## src/design/qpht_pkg.sv

```systemverilog
// Package for the quadratic probe hash table: sizes, status codes and item types.
// Used by every module of the block; depends on nothing.
`timescale 1ns / 1ps
`default_nettype none
package qpht_pkg;

  localparam int TABLE_SLOTS = 1024;
  localparam int SLOT_W      = $clog2(TABLE_SLOTS);
  localparam int CNT_W       = SLOT_W + 1;
  localparam int CFG_W       = 11;

  localparam int KEY_W    = 16;
  localparam int YEAR_W   = 12;
  localparam int PROF_W   = 32;
  localparam int HANDLE_W = 16;

  localparam int Q_DEPTH = 2;

  localparam logic [CFG_W-1:0] SIZE_RESET = CFG_W'(1024);

  localparam logic MODE_INSERT = 1'b0;
  localparam logic MODE_LOOKUP = 1'b1;

  typedef enum logic [1:0] {
    STATUS_INSERTED  = 2'd0,
    STATUS_FOUND     = 2'd1,
    STATUS_NOT_FOUND = 2'd2,
    STATUS_FULL      = 2'd3
  } status_t;

  typedef struct packed {
    logic                mode;
    logic [KEY_W-1:0]    course_number;
    logic [YEAR_W-1:0]   course_year;
    logic [PROF_W-1:0]   prof_id;
    logic [HANDLE_W-1:0] record_handle;
  } in_item_t;

  typedef struct packed {
    status_t             status;
    logic [SLOT_W-1:0]   slot_index;
    logic [HANDLE_W-1:0] found_handle;
    logic [CNT_W-1:0]    probe_count;
  } out_item_t;

  typedef struct packed {
    in_item_t          item;
    logic [SLOT_W-1:0] start_slot;
  } job_t;

  typedef struct packed {
    logic                valid;
    logic [KEY_W-1:0]    course;
    logic [YEAR_W-1:0]   year;
    logic [PROF_W-1:0]   prof;
    logic [HANDLE_W-1:0] handle;
  } slot_entry_t;

endpackage
`default_nettype wire

```

## src/design/qpht_front.sv

```systemverilog
// Front end: accepts items and works out the home slot, course number mod table size.
// Depends on qpht_pkg.
`timescale 1ns / 1ps
`default_nettype none
module qpht_front (
  input  wire logic                    clk,
  input  wire logic                    rst,
  input  wire logic                    clear_done,
  input  wire logic [qpht_pkg::CNT_W-1:0] n,
  input  wire logic                    in_valid,
  output logic                         in_ready,
  input  wire qpht_pkg::in_item_t      in_item,
  output logic                         job_valid,
  input  wire logic                    job_ready,
  output qpht_pkg::job_t               job
);

  // Restoring remainder, a few key bits per cycle.
  localparam int R      = 4;
  localparam int STEPS  = qpht_pkg::KEY_W / R;
  localparam int STEP_W = (STEPS > 1) ? $clog2(STEPS) : 1;

  typedef enum logic [1:0] {F_IDLE, F_DIV, F_PUSH} fstate_t;

  fstate_t                        state;
  qpht_pkg::in_item_t             item;
  logic [qpht_pkg::KEY_W-1:0]     key_shift;
  logic [qpht_pkg::SLOT_W-1:0]    rem;
  logic [qpht_pkg::SLOT_W-1:0]    rem_next;
  logic [STEP_W-1:0]              step_cnt;

  always_comb begin
    logic [qpht_pkg::SLOT_W-1:0] rem_v;
    logic [qpht_pkg::CNT_W-1:0]  trial;
    rem_v = rem;
    for (int k = 0; k < R; k++) begin
      trial = {rem_v, key_shift[qpht_pkg::KEY_W-1-k]};
      if (trial >= n) begin
        trial = trial - n;
      end
      rem_v = trial[qpht_pkg::SLOT_W-1:0];
    end
    rem_next = rem_v;
  end

  assign in_ready  = (state == F_IDLE) && clear_done;
  assign job_valid = (state == F_PUSH);
  assign job       = '{item: item, start_slot: rem};

  always_ff @(posedge clk) begin
    if (rst) begin
      state    <= F_IDLE;
      step_cnt <= '0;
    end else begin
      case (state)
        F_IDLE: begin
          if (in_valid && in_ready) begin
            item      <= in_item;
            key_shift <= in_item.course_number;
            rem       <= '0;
            step_cnt  <= '0;
            state     <= F_DIV;
          end
        end
        F_DIV: begin
          rem       <= rem_next;
          key_shift <= key_shift << R;
          step_cnt  <= step_cnt + STEP_W'(1);
          if (step_cnt == STEP_W'(STEPS - 1)) begin
            state <= F_PUSH;
          end
        end
        F_PUSH: begin
          if (job_ready) begin
            state <= F_IDLE;
          end
        end
        default: begin
          state <= F_IDLE;
        end
      endcase
    end
  end

endmodule
`default_nettype wire

```

## config.mk

```make
export PLATFORM = sky130hd
export DESIGN_NAME = qpht_front
export DESIGN_NICKNAME = d
export VERILOG_FILES = /design/src/design/qpht_pkg.sv /design/src/design/qpht_front.sv
export SDC_FILE = /design/constraint.sdc
export NUM_CORES = 1
export LEC_CHECK = 0
export BUFFER_PORTS_ARGS = -buffer_cell sky130_fd_sc_hd__buf_2
export CAP_MARGIN = 10
export CORE_MARGIN = 4
export CORE_UTILIZATION = 55
export DETAILED_ROUTE_END_ITERATION = 10
export PLACE_DENSITY = 0.85
export SYNTH_ARGS = -nofsm -noshare
export SYNTH_HDL_FRONTEND = slang
export SYNTH_SLANG_ARGS = --single-unit
```

## constraint.sdc

```tcl
create_clock -name clk -period 19.6 [get_ports clk]
set_input_delay 3.92 -clock clk [delete_from_list [all_inputs] [get_ports clk]]
set_output_delay 3.92 -clock clk [all_outputs]
set_load 0.005 [all_outputs]
```

==> results of run 1 <==
-- cell families after synthesis --
family | Yosys count | synth area share (%)
multiplexers | 22 | 4.31
XOR/XNOR | 24 | 3.62
AND/OR/NAND/NOR | 136 | 11.2
AO/OA/AOI/OAI | 108 | 12.4
flip-flops | 107 | 54.6
adder cells (fa/ha/maj) | 49 | 11.1
buffers and inverters | 40 | 2.82
-- path summary, 6_finish.rpt --
check                                       startpoint  cells after the start                       to
worst min-delay path            key_shift[8]$_DFFE_PP_                      2  key_shift[12]$_DFFE_PP_
worst min register to register  key_shift[8]$_DFFE_PP_                      2  key_shift[12]$_DFFE_PP_
worst max register to register    rem[3]$_SDFFCE_PN0P_                     31     rem[1]$_SDFFCE_PN0P_
worst max-delay path                              n[1]                     33     rem[1]$_SDFFCE_PN0P_
-- metal layers --
layer  wire, um  share of wire [%]  vias to the layer above  global-route usage [%]
li1           -                  -                     2170                       -
met2       7580                 52                      187                    41.5
met5          0                  0                        -                       0
met1       5860                 40                     2187                    28.5
met4        247                1.7                        0                    5.99
met3        828                5.7                       23                    5.08
-- critical path, delay by kind of cell --
family	cells	cell delay [ps]
AO/OA/AOI/OAI	16	4420
buffers and inverters	5	560
multiplexers	3	1040
AND/OR/NAND/NOR	5	790
adder cells (fa/ha/maj)	4	1310
-- sequential cells by signal, indices dropped and copies added, names as in the netlist --
signal / flops
job: 77
key_shift: 16
rem: 10
state: 2
step_cnt: 2
-- cell usage in the layout (no fill, tap or decap), types with 5 or more instances in the layout --
master	Yosys	final
o21ai_0	28	28
o21a_1	6	6
clkbuf_8	0	9
buf_2	2	181
and2_1	5	5
a31oi_1	7	7
nand2b_1	9	9
edfxtp_1	103	103
nor3_1	11	11
nor2b_1	12	12
a211oi_1	7	7
ha_1	45	45
nor2_1	21	20
a21oi_1	25	25
a21o_1	7	7
xnor2_1	17	17
inv_1	31	31
nand4_1	7	7
mux2_2	16	16
xor2_1	7	7
nand2_1	57	57
-- stage by stage --
stage	utilization (%)	hold slack (ps)	area [sq um]
final	68.5	524	7070
after global routing	68.5	562	7070
after CTS	68.5	525	7070
after detailed placement	66.5	499	6860
after global placement	66.5	482	6860
after floorplan	-	469	5810
-- where the power goes --
part	internal [mW]	switching, mW	total, mW	leakage [nW]
logic	0.304	0.395	0.699	1.98
clock network	0.0509	0.0818	0.133	0.104
registers	0.269	0.00689	0.276	0.983
total	0.624	0.484	1.11	3.07
-- layout make-up --
class	instances	area [sq um]
Clock inverter	7	86.3
Sequential cell	107	3170
Timing Repair Buffer	184	928
Fill cell	769	3250
Clock buffer	9	124
Tap cell	136	170
Multi-Input combinational cell	339	2470
Inverter	31	116
==> metrics.txt, run 1 <==
antenna diode count=0; Max clock buf depth=2; Routed WL=14.5 mm; CP max FO=19; r2r setup slk=10990 ps; setup ws final=7640 ps; post-synthesis net count=628; mean post-synth cell area=12.0 sq um; Final Max Tran Viols=0; Post-synth top cells=103 x edfxtp_1, 57 x nand2_1, 45 x ha_1, 31 x inv_1, 28 x o21ai_0; DRT iter0 DRCs=434; die area=12300 sq um; post-synth top area share=53.3%; vias=4567; Clk Latency, worst-skew pair=370 ps; Cell variety after synth=52; highest-delay cell along the critical path=a211o_1; Tmin final=11960 ps; maximum vdd drop=0.102 mV; RSZ-0062 raised after global routing=false; Initial Utilization=56.3%; CP arrival=12070 ps; core area=10300 sq um; most frequent cell after synthesis=edfxtp_1; area leader, netlist=edfxtp_1; Ys Warns=0; Seq cells post-synth=107; pwr/cell area=157 nW/um^2; asr flop ratio synth=0%; Crit. End Element=register; initial antenna violation count=0; clock transition at the registers of the reported paths=110 ps; # Max-Cap Violations=0; Final nets=814; post-CTS setup buffer count=0; Layout Cells excl Fill=813; Slew @ Worst Pin=935 ps; cts hold-fix bufs=0; H-tree levels=3; Vias per Instance=5.62; outcome=finished, final reports clean; Fin Setup TNS=0 ps; WL/cell=17.9 um; Hold Crit Class=reg2reg; fmax=83.6 MHz; Die Ht=111 um; Cells after DPL=797; setup violators final=0; TritonCTS clock tree=yes; EDFF count, synth=103; PortBufs=181; synthesis-to-layout area growth=21.8%; GRT Util Overall=23.2%; Die X=111 um; share of cells above drive strength 1=34.0%; Final Power=1.11 mW; TritonRoute pass-1 iters=5; CP peak stage delay=510 ps; clock net sink count=107; gr ovfl total=0; cell area after synthesis=5810 sq um; Cell Rows=37; pre-CTS worst setup slack=7310 ps; Seq/Total Area, Yosys=54.6%; dominant cells by area after synthesis=edfxtp_1 53%, ha_1 9.7%, nand2_1 3.7%, mux2_2 3.1%, xnor2_1 2.6%; I/O pin count=182; clock root cell=clkbuf_8; Gate Count Post-Synth=486; Max-Slew Margin vs Limit=37.7%; largest net degree at the start of global routing=78; Post-synth top flop=edfxtp_1; Crit Path Class=in2reg; startpoint types=input port; CP required=19700 ps; Resize count post-CTS=0; Leakage=3.07 nW; post-detail-place hpwl=11.7 mm; Final ANT Viol Nets=0; # DRC=0; Final period util=61.0%; vias in the first global route=4765; first-pass GRT wire length=23.1 mm; Final Skew=16.4 ps; Fin. Hold Viols=0; GP Congestion=0.925; CTS buffer count=9
No activity file was read; power rests on OpenSTA's default activity.
==> run 2, diff against run 1 <==
ABC_AREA = 1   (was not set)
CORE_UTILIZATION = 48   (was 55)
PLACE_DENSITY = 0.78   (was 0.85)
clock period = 10.3 ns   (was 19.6 ns; I/O delays follow)
==> run 2 against run 1 <==
Register-to-register slack got worse by 8000 ps. Die area rose by 21%. Clock skew down 11 ps. Synthesized cell count up 34%. First-iteration DRC count shrank 16%. Critical path depth grew 7. Synthesized area up 7.3%. Total power up 89%. Final cell count up 25%. Highest routed layer unchanged.
==> metrics.txt, run 2 <==
I/O pin count=182; setup ws final=1550 ps; most common cell after layout, fill and taps aside=buf_2; Seq/Total Area, Yosys=50.9%; Max-Slew Margin vs Limit=30.9%; Post-synth top flop=edfxtp_1; Resize count post-CTS=0; post-detail-place hpwl=12.7 mm; GRT Util Overall=21.5%; GP Congestion=0.957; most frequent cell after synthesis=nand2_1; CTS buffer count=9; pre-CTS worst setup slack=1260 ps; die area=14900 sq um; Ys Warns=0; Final Power=2.10 mW; Fin. Hold Viols=0; share of cells above drive strength 1=27.8%; vias in the first global route=5085; dominant cells by area after synthesis=edfxtp_1 50%, nand2_1 11%, ha_1 9.0%, inv_1 5.5%, nand3_1 3.9%; Tmin final=8750 ps; Vias per Instance=5.02; Post-synth top cells=175 x nand2_1, 103 x edfxtp_1, 92 x inv_1, 48 x nand3_1, 45 x ha_1; fmax=114 MHz; Hold Crit Class=reg2reg; Cell Rows=41; RSZ-0062 raised after global routing=false; startpoint types=input port; Final ANT Viol Nets=0; initial antenna violation count=0; most frequent cells in the layout=181 x buf_2, 175 x nand2_1, 103 x edfxtp_1; mean post-synth cell area=9.54 sq um; CP required=10400 ps; Fill cells=1079; Max clock buf depth=2; post-route cell area=7620 sq um; core area=12700 sq um; Seq cells post-synth=107; post-synthesis net count=795; Die X=122 um; clock transition at the registers of the reported paths=70 ps; post-synth top area share=49.6%; # DRC=0; CP peak stage delay=430 ps; PortBufs=181; CP arrival=8850 ps; CP max FO=13; Initial Utilization=49.2%; post-CTS setup buffer count=0; TritonRoute pass-1 iters=5; Final Skew=5.37 ps; max reg flops=77; Crit Path Class=in2reg; H-tree levels=3; largest net degree at the start of global routing=42; first-pass GRT wire length=24.6 mm; EDFF count, synth=103; Clk Latency, worst-skew pair=340 ps; DRT iter0 DRCs=366; cell mode on critical path=nand2_1; outcome=finished, final reports clean; Fin Setup TNS=0 ps; Final nets=981; clock root cell=clkbuf_16; Die Ht=122 um; WL/cell=15.4 um; TritonCTS clock tree=yes; area leader, netlist=edfxtp_1; synthesis-to-layout area growth=22.3%; Leakage=3.78 nW; cell area after synthesis=6230 sq um; setup violators final=0; Crit. End Element=register; placed cell area=7320 sq um; asr flop ratio synth=0%; Final Max Tran Viols=0; Slew @ Worst Pin=1030 ps; # Max-Cap Violations=0; clock net sink count=107; vias=5097; gr ovfl total=0; antenna diode count=0; maximum vdd drop=0.136 mV; pwr/cell area=275 nW/um^2; highest-delay cell along the critical path=nor2_2; Final period util=84.9%; Gate Count Post-Synth=653; Routed WL=15.6 mm; Cell variety after synth=43; cts hold-fix bufs=0
==> run 2: logic make-up (layout without fill, tap and decap cells) <==
logic type / count (synthesis) / after routing / synth area share [%]
AOI/OAI and AO/OA: 69 / 69 / 6.53
xor gates and xnor gates: 25 / 25 / 3.51
adders and majority gates: 49 / 49 / 10.3
buffers and inverters: 104 / 295 / 6.73
DFF: 107 / 107 / 50.9
and+or+nand+nor: 299 / 299 / 22.0
==> run 2: cell type report <==
| type | count | area [sq um] | area share (%) |
|---|---|---|---|
| clock buffers | 9 | 225 | 2.95 |
| clock inverters | 7 | 82.6 | 1.08 |
| inverters | 96 | 360 | 4.73 |
| multi-input cells | 442 | 2650 | 34.7 |
| flip-flops and latches | 107 | 3170 | 41.6 |
| well taps | 172 | 215 | 2.82 |
| repair buffers | 183 | 921 | 12.1 |
==> run 2: routing by layer <==
layer	vias to the layer above	routed length (um)	global-route usage, %	part of all wire [%]
met5	-	0	0	0
met4	0	419	7.77	2.7
met3	32	1430	7.24	9.2
met2	206	7630	36.7	49
met1	2312	6150	25.3	39
li1	2547	-	-	-
==> run 2: through the flow <==
step                      utilization (%)  hold slack [ps]  std cells
after floorplan                         -              432        653
after global placement               57.7              447       1000
after detailed placement             57.7              451       1000
after CTS                            60.2              460       1016
after global routing                 60.2              505       1016
final                                60.2              458       1016
==> run 2: final timing paths <==
check	start	to	slack, ps	cells past startpoint
setup reg to reg	key_shift[15]$_DFFE_PP_	rem[1]$_SDFFCE_PN0P_	2980	38
hold / removal	step_cnt[0]$_SDFFE_PP0P_	step_cnt[0]$_SDFFE_PP0P_	460	1
setup / recovery	n[1]	rem[1]$_SDFFCE_PN0P_	1550	40
hold reg to reg	step_cnt[0]$_SDFFE_PP0P_	step_cnt[0]$_SDFFE_PP0P_	460	1
==> run 2: critical path: cells and delay by family <==
family	cells	cell delay, ps
and+or+nand+nor	26	3670
adders and majority gates	4	1350
AOI/OAI and AO/OA	3	500
buffers and inverters	7	1230
==> run 2: where the power goes <==
part	internal, mW	switching, mW	total, mW
Clock	0.193	0.152	0.344
Combinational	0.456	0.781	1.24
Sequential	0.507	0.0104	0.517
Total	1.16	0.943	2.10
