==> src/design/qpht_pkg.sv <==
// Package for the quadratic probe hash table: sizes, status codes and item types.
// Used by every module of the block; depends on nothing.
`timescale 1ns / 1ps
`default_nettype none
package qpht_pkg;

  localparam int TABLE_SLOTS = 1024;
  localparam int SLOT_W      = $clog2(TABLE_SLOTS);
  localparam int CNT_W       = SLOT_W + 1;
  localparam int CFG_W       = 11;

  localparam int KEY_W    = 16;
  localparam int YEAR_W   = 12;
  localparam int PROF_W   = 32;
  localparam int HANDLE_W = 16;

  localparam int Q_DEPTH = 2;

  localparam logic [CFG_W-1:0] SIZE_RESET = CFG_W'(1024);

  localparam logic MODE_INSERT = 1'b0;
  localparam logic MODE_LOOKUP = 1'b1;

  typedef enum logic [1:0] {
    STATUS_INSERTED  = 2'd0,
    STATUS_FOUND     = 2'd1,
    STATUS_NOT_FOUND = 2'd2,
    STATUS_FULL      = 2'd3
  } status_t;

  typedef struct packed {
    logic                mode;
    logic [KEY_W-1:0]    course_number;
    logic [YEAR_W-1:0]   course_year;
    logic [PROF_W-1:0]   prof_id;
    logic [HANDLE_W-1:0] record_handle;
  } in_item_t;

  typedef struct packed {
    status_t             status;
    logic [SLOT_W-1:0]   slot_index;
    logic [HANDLE_W-1:0] found_handle;
    logic [CNT_W-1:0]    probe_count;
  } out_item_t;

  typedef struct packed {
    in_item_t          item;
    logic [SLOT_W-1:0] start_slot;
  } job_t;

  typedef struct packed {
    logic                valid;
    logic [KEY_W-1:0]    course;
    logic [YEAR_W-1:0]   year;
    logic [PROF_W-1:0]   prof;
    logic [HANDLE_W-1:0] handle;
  } slot_entry_t;

endpackage
`default_nettype wire

==> src/design/qpht_queue.sv <==
// Short job queue between the front end and the probe engine.
// Depends on qpht_pkg.
`timescale 1ns / 1ps
`default_nettype none
module qpht_queue (
  input  wire logic           clk,
  input  wire logic           rst,
  input  wire logic           push_valid,
  output logic                push_ready,
  input  wire qpht_pkg::job_t push_job,
  output logic                pop_valid,
  input  wire logic           pop_ready,
  output qpht_pkg::job_t      pop_job
);

  localparam int PTR_W = (qpht_pkg::Q_DEPTH > 1) ? $clog2(qpht_pkg::Q_DEPTH) : 1;
  localparam int FILL_W = $clog2(qpht_pkg::Q_DEPTH + 1);

  qpht_pkg::job_t     buffer [qpht_pkg::Q_DEPTH];
  logic [PTR_W-1:0]   wr_ptr;
  logic [PTR_W-1:0]   rd_ptr;
  logic [FILL_W-1:0]  fill;
  logic               do_push;
  logic               do_pop;

  assign push_ready = (fill != FILL_W'(qpht_pkg::Q_DEPTH));
  assign pop_valid  = (fill != '0);
  assign pop_job    = buffer[rd_ptr];
  assign do_push    = push_valid && push_ready;
  assign do_pop     = pop_valid && pop_ready;

  always_ff @(posedge clk) begin
    if (do_push) begin
      buffer[wr_ptr] <= push_job;
    end
  end

  always_ff @(posedge clk) begin
    if (rst) begin
      wr_ptr <= '0;
      rd_ptr <= '0;
      fill   <= '0;
    end else begin
      if (do_push) begin
        wr_ptr <= wr_ptr + PTR_W'(1);
      end
      if (do_pop) begin
        rd_ptr <= rd_ptr + PTR_W'(1);
      end
      if (do_push && !do_pop) begin
        fill <= fill + FILL_W'(1);
      end else if (do_pop && !do_push) begin
        fill <= fill - FILL_W'(1);
      end
    end
  end

endmodule
`default_nettype wire

==> config.mk <==
export PLATFORM = sky130hd
export DESIGN_NAME = qpht_queue
export DESIGN_NICKNAME = d
export VERILOG_FILES = /design/src/design/qpht_pkg.sv /design/src/design/qpht_queue.sv
export SDC_FILE = /design/constraint.sdc
export NUM_CORES = 1
export LEC_CHECK = 0
export BUFFER_PORTS_ARGS = -buffer_cell sky130_fd_sc_hd__buf_4
export CAP_MARGIN = 10
export CORE_MARGIN = 2
export CORE_UTILIZATION = 47
export DETAILED_ROUTE_END_ITERATION = 10
export PLACE_DENSITY_LB_ADDON = 0.1
export SYNTH_ARGS = -nofsm -noshare
export SYNTH_HDL_FRONTEND = slang
export SYNTH_SLANG_ARGS = --single-unit
==> constraint.sdc <==
create_clock -name clk -period 2.92 [get_ports clk]
set_input_delay 0.146 -clock clk [delete_from_list [all_inputs] [get_ports clk]]
set_output_delay 0.146 -clock clk [all_outputs]
set_load 0.01 [all_outputs]
==> run summary, run 1 <==
Compound-Gate Fraction of Synth Area -> 0.00454
Row cnt -> 43
H-tree depth -> 4
Antenna Cells -> 0
Power Density -> 786 mW/mm^2
Port Buf Inserts -> 179
Leakage power -> 3.68 nW
Critical-path top delay cell -> dfxtp_4
HP Class -> in -> reg
Syn nets -> 387
#FFs+latches synth -> 179
Initial drt markers -> 165
WL/cell -> 16.1 um
Total track usage -> 0.169
Rel. slew slack -> 0.630
DP HPWL -> 7580 um
Congestion Overflow GR -> 0
Clk_skew -> 0.00459 ns
Clock buffer depth -> 2
Routed via count -> 3,701
Largest net degree at the start of global routing -> 61
Slowest stage delay, CP -> 0.67 ns
Final min period -> 2.21 ns
CP most frequent cell -> buf_4
Initial core utilization -> 0.479
Final Hold Fails -> 0
Post-Place Setup Slack -> 1.03 ns
Syn Area/Cell -> 22.4 sq um
Largest family of logic cells by synthesized area -> multiplexers
CTS clk-pin slew, worst paths -> 0.06 ns
Post-detailed-route count of antenna-violating nets -> 0
Chip height -> 123 um
Post-synthesis cell area -> 0.00662 sq mm
Placed Instance Area -> 0.00820 sq mm
First-pass GRT wire length -> 18,700 um
Clock sink count -> 179
Pwr Total -> 7.57 mW
Die W -> 123 um
FF+latch area -> 0.00533 sq mm
Core area -> 0.0138 sq mm
Ports -> 180
TritonCTS clock tree -> built
Slew @ Worst Pin -> 0.554 ns
Status -> finished clean
Count of cell types in the netlist -> 19
Multi-input logic area -> 0.00122 sq mm
Post-Synth Simple-Gate Area -> 0.00756
Max-cap violations -> 0
Nets -> 669
Post-CTS setup buffer count -> 0
Final Cycle Share -> 0.758
Max Fclk -> 0.452 GHz
Flop-to-flop setup slack -> 1.04 ns
Initial antenna violation count -> 0
Worst path buffer plus inverter count -> 2
Share of layout cells above drive strength 1 -> 0.504
First-pass DRT Iterations -> 4
Mux cell area share after synthesis -> 0.165
Number of vias per cell -> 4.81
CTS Root Cell -> clkbuf_16
Worst setup EP type -> output pin
Worst path cell trace -> buf_4 > mux2_2 > buf_4
Routability cong. -> 0.712
Die ar. -> 0.0151 sq mm
Area leader, netlist -> edfxtp_1
Setup_tns -> 0 ns
Vias in the first global route -> 3,792
WS Path Type -> reg -> out
Req. time, crit path -> 2.77 ns
Max-slew violation count -> 0
Worst setup SP type -> register
Routed WL -> 12,300 um
Synth area leaders -> edfxtp_1 79%, mux2_2 9.7%, mux2_4 6.8%, dfxtp_1 1.5%, buf_6 0.85%
Adder-Cell Fraction of Synth Area -> 0.00189
Peak VDD IR -> 0.000467 V
Gate count after technology mapping -> 295
Ys Warns -> 0
Count of final setup violators -> 0
Area Growth Syn to Fin -> 45.6%
Non-filler instance count after layout -> 769
Area fraction of the dominant cell type after synthesis -> 0.789
Post-route DRC violation count -> 0
Crit-path max FO -> 28
Placed Cells -> 650
FILL cells -> 931
Worst path top cell family by delay -> flip-flops
Final Instance Area -> 0.00964 sq mm
Total CTS buffers -> 17
Clk_lat worst skew -> 0.41 ns
Final worst slack -> 0.707 ns
Post-Synth XOR/XNOR Area -> 0.00397
CTS-repair resized insts -> 0
Register area share after synthesis -> 0.804
Unrepaired setup endpoints after global routing -> no
Worst path arrival time -> 2.07 ns
## sequential cells by signal, summed over array words and instances (netlist names), named ones only
register  flops
wr_ptr        1
fill          2
rd_ptr        1
buffer      174
## logic make-up after synthesis
family,Yosys count
mux,87
buf+inv,11
flops,179
fa+ha+maj,1
simple gates,9
compound gates,5
xor+xnor,3
## timing repair
action                     CTS  global route
hold buffers                88             0
hold endpoints to repair   179             0
setup endpoints to repair    0             0
## cells in the mapped netlist
cell      instances
inv_1             1
dfxtp_1           5
mux2_2           57
nand2b_1          1
and3_1            1
ha_1              1
or2_2             1
and2_1            1
or3_1             1
nor2_1            3
mux2_4           30
nand3b_1          1
xor2_1            3
o21ai_0           2
buf_2             5
a21oi_1           2
edfxtp_1        174
buf_6             5
a21bo_2           1
## report_power, final
group          total, mW  switching (mW)  leakage (nW)  internal (mW)
logic               2.07           0.889          1.75           1.18
registers           3.36           0.145          1.67           3.21
clock network       2.15           0.827         0.267           1.32
total               7.57            1.86          3.68           5.71
## metal layers
metal	wire length, um	part of all wire	GRT usage
met3	843	0.068	0.0567
met2	6400	0.52	0.286
met5	0	0	0
met4	216	0.017	0.0733
met1	4890	0.40	0.196
## cell usage in the layout (no fill, tap or decap)
master	netlist	layout
edfxtp_1	174	174
dfxtp_4	0	1
ha_1	1	1
mux2_4	30	30
clkbuf_1	0	5
or3_1	1	1
mux2_2	57	57
dfxtp_1	5	4
xor2_1	3	3
nor2_1	3	3
dlygate4sd3_1	0	88
a21oi_1	2	2
or2_2	1	1
bufinv_16	0	3
nand3b_1	1	1
and2_1	1	1
buf_12	0	3
buf_4	0	182
clkinv_2	0	1
clkbuf_16	0	17
o21ai_0	2	2
and3_4	0	1
clkinv_1	0	6
nand2b_1	1	1
a21bo_2	1	1
## per-stage QoR
step,hold slack [ns],utilization
floorplan,0.215,-
global placement,0.331,0.593
detailed placement,0.333,0.593
CTS,0.0310,0.697
global route,0.0389,0.697
finish,0.0487,0.697
## final cells by class
| class | count | area share |
|---|---|---|
| multi-input combinational | 105 | 0.126 |
| clock inverter | 9 | 0.0117 |
| sequential | 179 | 0.553 |
| clock buffer | 22 | 0.0461 |
| inverter | 1 | 0.000519 |
| timing repair buffer | 273 | 0.239 |
| tap | 180 | 0.0234 |
## path summary, 6_finish.rpt
check | from | endpoint | depth (start not counted)
worst min-delay path | push_valid | wr_ptr | 3
worst min register to register | rd_ptr | rd_ptr | 2
worst max register to register | fill[0] | buffer[0][31] | 4
worst max-delay path | register | pop_job[10] | 3
## worst register-to-register path, stage by stage (launching register included)
cell	delay [ns]
dfxtp_1	0.35
nand2b_1	0.23
nand3b_1	0.16
clkinv_2	0.46
buf_4	0.42
Note: power is estimated with default switching activity, not from simulation.
==> inputs of run 2 (changes only) <==
--- a/config.mk
+++ b/config.mk
@@ -8,7 +8,7 @@
 export BUFFER_PORTS_ARGS = -buffer_cell sky130_fd_sc_hd__buf_4
 export CAP_MARGIN = 10
 export CORE_MARGIN = 2
-export CORE_UTILIZATION = 47
+export CORE_UTILIZATION = 52
 export DETAILED_ROUTE_END_ITERATION = 10
 export PLACE_DENSITY_LB_ADDON = 0.1
 export SYNTH_ARGS = -nofsm -noshare
==> constraint.sdc (replaced) <==
create_clock -name clk -period 2.3 [get_ports clk]
set_input_delay 0.115 -clock clk [delete_from_list [all_inputs] [get_ports clk]]
set_output_delay 0.115 -clock clk [all_outputs]
set_load 0.01 [all_outputs]
==> run 2 against run 1 <==
  * First-iteration DRC count is 36% higher
  * Critical path depth stayed put
  * Clock power is 30% higher
  * Combinational power is 32% higher
  * Hold slack better by 0.099 ns
  * Final cell count is 0.91% lower
  * Global-route usage is 2.2 points higher
  * Routed wire length is 4.2% higher
  * Critical endpoint is now pop_job[81]
==> run summary, run 2 (synthesis gave the netlist of run 1 again) <==
Status -> finished clean
Number of vias per cell -> 4.87 (+1.2%)
Port Buf Inserts -> 179 (unchanged)
Worst setup SP type -> register
Leakage power -> 3.70 nW (+0.44%)
Final Instance Area -> 0.00969 sq mm (+0.55%)
Req. time, crit path -> 2.18 ns (-0.59 ns)
DP HPWL -> 7610 um (+0.40%)
Peak VDD IR -> 0.000679 V (+45%)
Placed Cells -> 642 (-1.2%)
Crit-path max FO -> 81 (+190%)
Clock buffer depth -> 2 (unchanged)
Post-detailed-route count of antenna-violating nets -> 0 (unchanged)
Post-CTS setup buffer count -> 0 (unchanged)
Met3 usage -> 0.0803 (+0.0236)
Rel. slew slack -> 0.638 (+0.00833)
Post-Place Setup Slack -> 0.528 ns (-0.499 ns)
Share of layout cells above drive strength 1 -> 0.519 (+0.0144)
CTS clk-pin slew, worst paths -> 0.06 ns (about the same)
Reg power frac -> 0.431 (-0.012)
Worst path arrival time -> 1.88 ns (-0.19 ns)
Routed via count -> 3,711 (+0.27%)
GR peak layer -> met2
P_sw -> 2.46 mW (+32%)
TritonCTS clock tree -> built
Congestion Overflow GR -> 0 (unchanged)
Clk pwr share -> 0.288 (+0.004)
Row cnt -> 41 (-4.7%)
Unrepaired setup endpoints after global routing -> no
Worst path cell trace -> buf_12 > mux2_2 > buf_4
Clk_lat worst skew -> 0.42 ns (about the same)
Placed Instance Area -> 0.00823 sq mm (+0.32%)
Total track usage -> 0.191 (+0.0224)
FILL cells -> 733 (-21%)
Max-slew violation count -> 0 (unchanged)
Initial antenna violation count -> 0 (unchanged)
Antenna Cells -> 0 (unchanged)
Power Density -> 1010 mW/mm^2 (+28%)
First-pass GRT wire length -> 18,900 um (+1.1%)
Die ar. -> 0.0137 sq mm (-9.3%)
Max-cap violations -> 0 (unchanged)
GR Util met1 -> 0.213 (+0.0179)
Count of final setup violators -> 0 (unchanged)
Most frequent cells in the layout -> 180 x buf_4, 174 x edfxtp_1, 89 x dlygate4sd3_1, 57 x mux2_2, 30 x mux2_4
Comb pwr share -> 0.281 (+0.008)
Clock sink count -> 179 (unchanged)
Final Hold Fails -> 0 (unchanged)
Core area -> 0.0125 sq mm (-9.5%)
WS Path Type -> reg -> out
Slew @ Worst Pin -> 0.542 ns (-0.0119 ns)
Worst setup EP type -> output pin
Hold bufs inserted after CTS -> 89 (+1.1%)
Nets -> 670 (+0.15%)
Multi-input logic area -> 0.00122 sq mm (+0.62%)
Max reg flops -> 174 (unchanged)
Non-filler instance count after layout -> 762 (-0.91%)
Biggest regs -> buffer: 174 flops, fill: 2 flops
WL/cell -> 16.9 um (+5.1%)
Total CTS buffers -> 17 (unchanged)
Commonest non-fill, non-tap cell in the layout -> buf_4
Slowest stage delay, CP -> 0.41 ns (-0.26 ns)
Most flop-heavy register -> buffer
Area Growth Syn to Fin -> 46.4%
HP Class -> in -> reg
Post-route DRC violation count -> 0 (unchanged)
Clk_skew -> 0.00467 ns (+0.0000818 ns)
Final Cycle Share -> 0.867
Final worst slack -> 0.306 ns (-0.401 ns)
Largest net degree at the start of global routing -> 82 (+34%)
Power Internal -> 7.28 mW (+27%)
Initial drt markers -> 224 (+36%)
Vias in the first global route -> 3,758 (-0.90%)
GR Layer Usage met2 -> 0.323 (+0.0377)
CTS-repair resized insts -> 0 (unchanged)
Routability cong. -> 0.715 (+0.41%)
Ports -> 180 (unchanged)
Initial core utilization -> 0.529 (+0.0501)
Pwr Total -> 9.74 mW (+29%)
Die W -> 117 um (-4.8%)
Critical-path top delay cell -> mux2_2
Switch share -> 0.253 (+0.00685)
Routed WL -> 12,900 um (+4.2%)
Final min period -> 1.99 ns
FF+latch area -> 0.00533 sq mm (about the same)
Max Fclk -> 0.502 GHz
H-tree depth -> 4 (unchanged)
First-pass DRT Iterations -> 4 (unchanged)
CTS Root Cell -> clkbuf_16
Chip height -> 117 um (-4.8%)
## run 2: final cells by class
| cell class | count | share of cell area |
|---|---|---|
| Clock inverter | 12 | 0.0145 |
| Clock buffer | 19 | 0.0447 |
| Timing Repair Buffer | 274 | 0.242 |
| Sequential cell | 179 | 0.550 |
| Inverter | 1 | 0.000775 |
| Multi-Input combinational cell | 105 | 0.126 |
| Tap cell | 172 | 0.0222 |
## run 2: per-layer routing
layer	vias to the layer above	part of all wire	wire length [um]
met5	-	0	0
met4	0	0.020	259
met3	19	0.079	1010
met2	124	0.52	6700
met1	1830	0.38	4880
li1	1738	-	-
## run 2: final timing paths
path / startpoint / endpoint / slack [ns] / cells past startpoint
min: pop_ready / register / 0.15 / 4
max: register / pop_job[81] / 0.31 / 3
max reg2reg: fill[1] / buffer[0][15] / 0.54 / 4
min reg2reg: rd_ptr / register / 0.53 / 2
## run 2: worst max-delay path, delay by kind of cell (launching register included)
family,cells,cell delay (ns)
buffers and inverters,2,0.55
multiplexers,1,0.41
flip-flops,1,0.40
## run 2: stage by stage
step	hold WS [ns]	TNS [ns]	utilization
2_1_floorplan	0.180	-0.515	-
3_3_place_gp	0.300	0	0.657
3_5_place_dp	0.303	0	0.657
4_1_cts	0.118	0	0.774
5_1_grt	0.180	0	0.774
6_report	0.148	0	0.774
## run 2: power groups by stage
stage | logic [mW] | clock network [mW] | registers (mW)
after global placement | 2.60 | 0 | 4.24
after detailed placement | 2.62 | 0 | 4.27
after floorplan | 1.52 | 0 | 4.23
after global routing | 2.93 | 2.97 | 4.24
final | 2.74 | 2.80 | 4.20
after CTS | 2.75 | 2.84 | 4.20
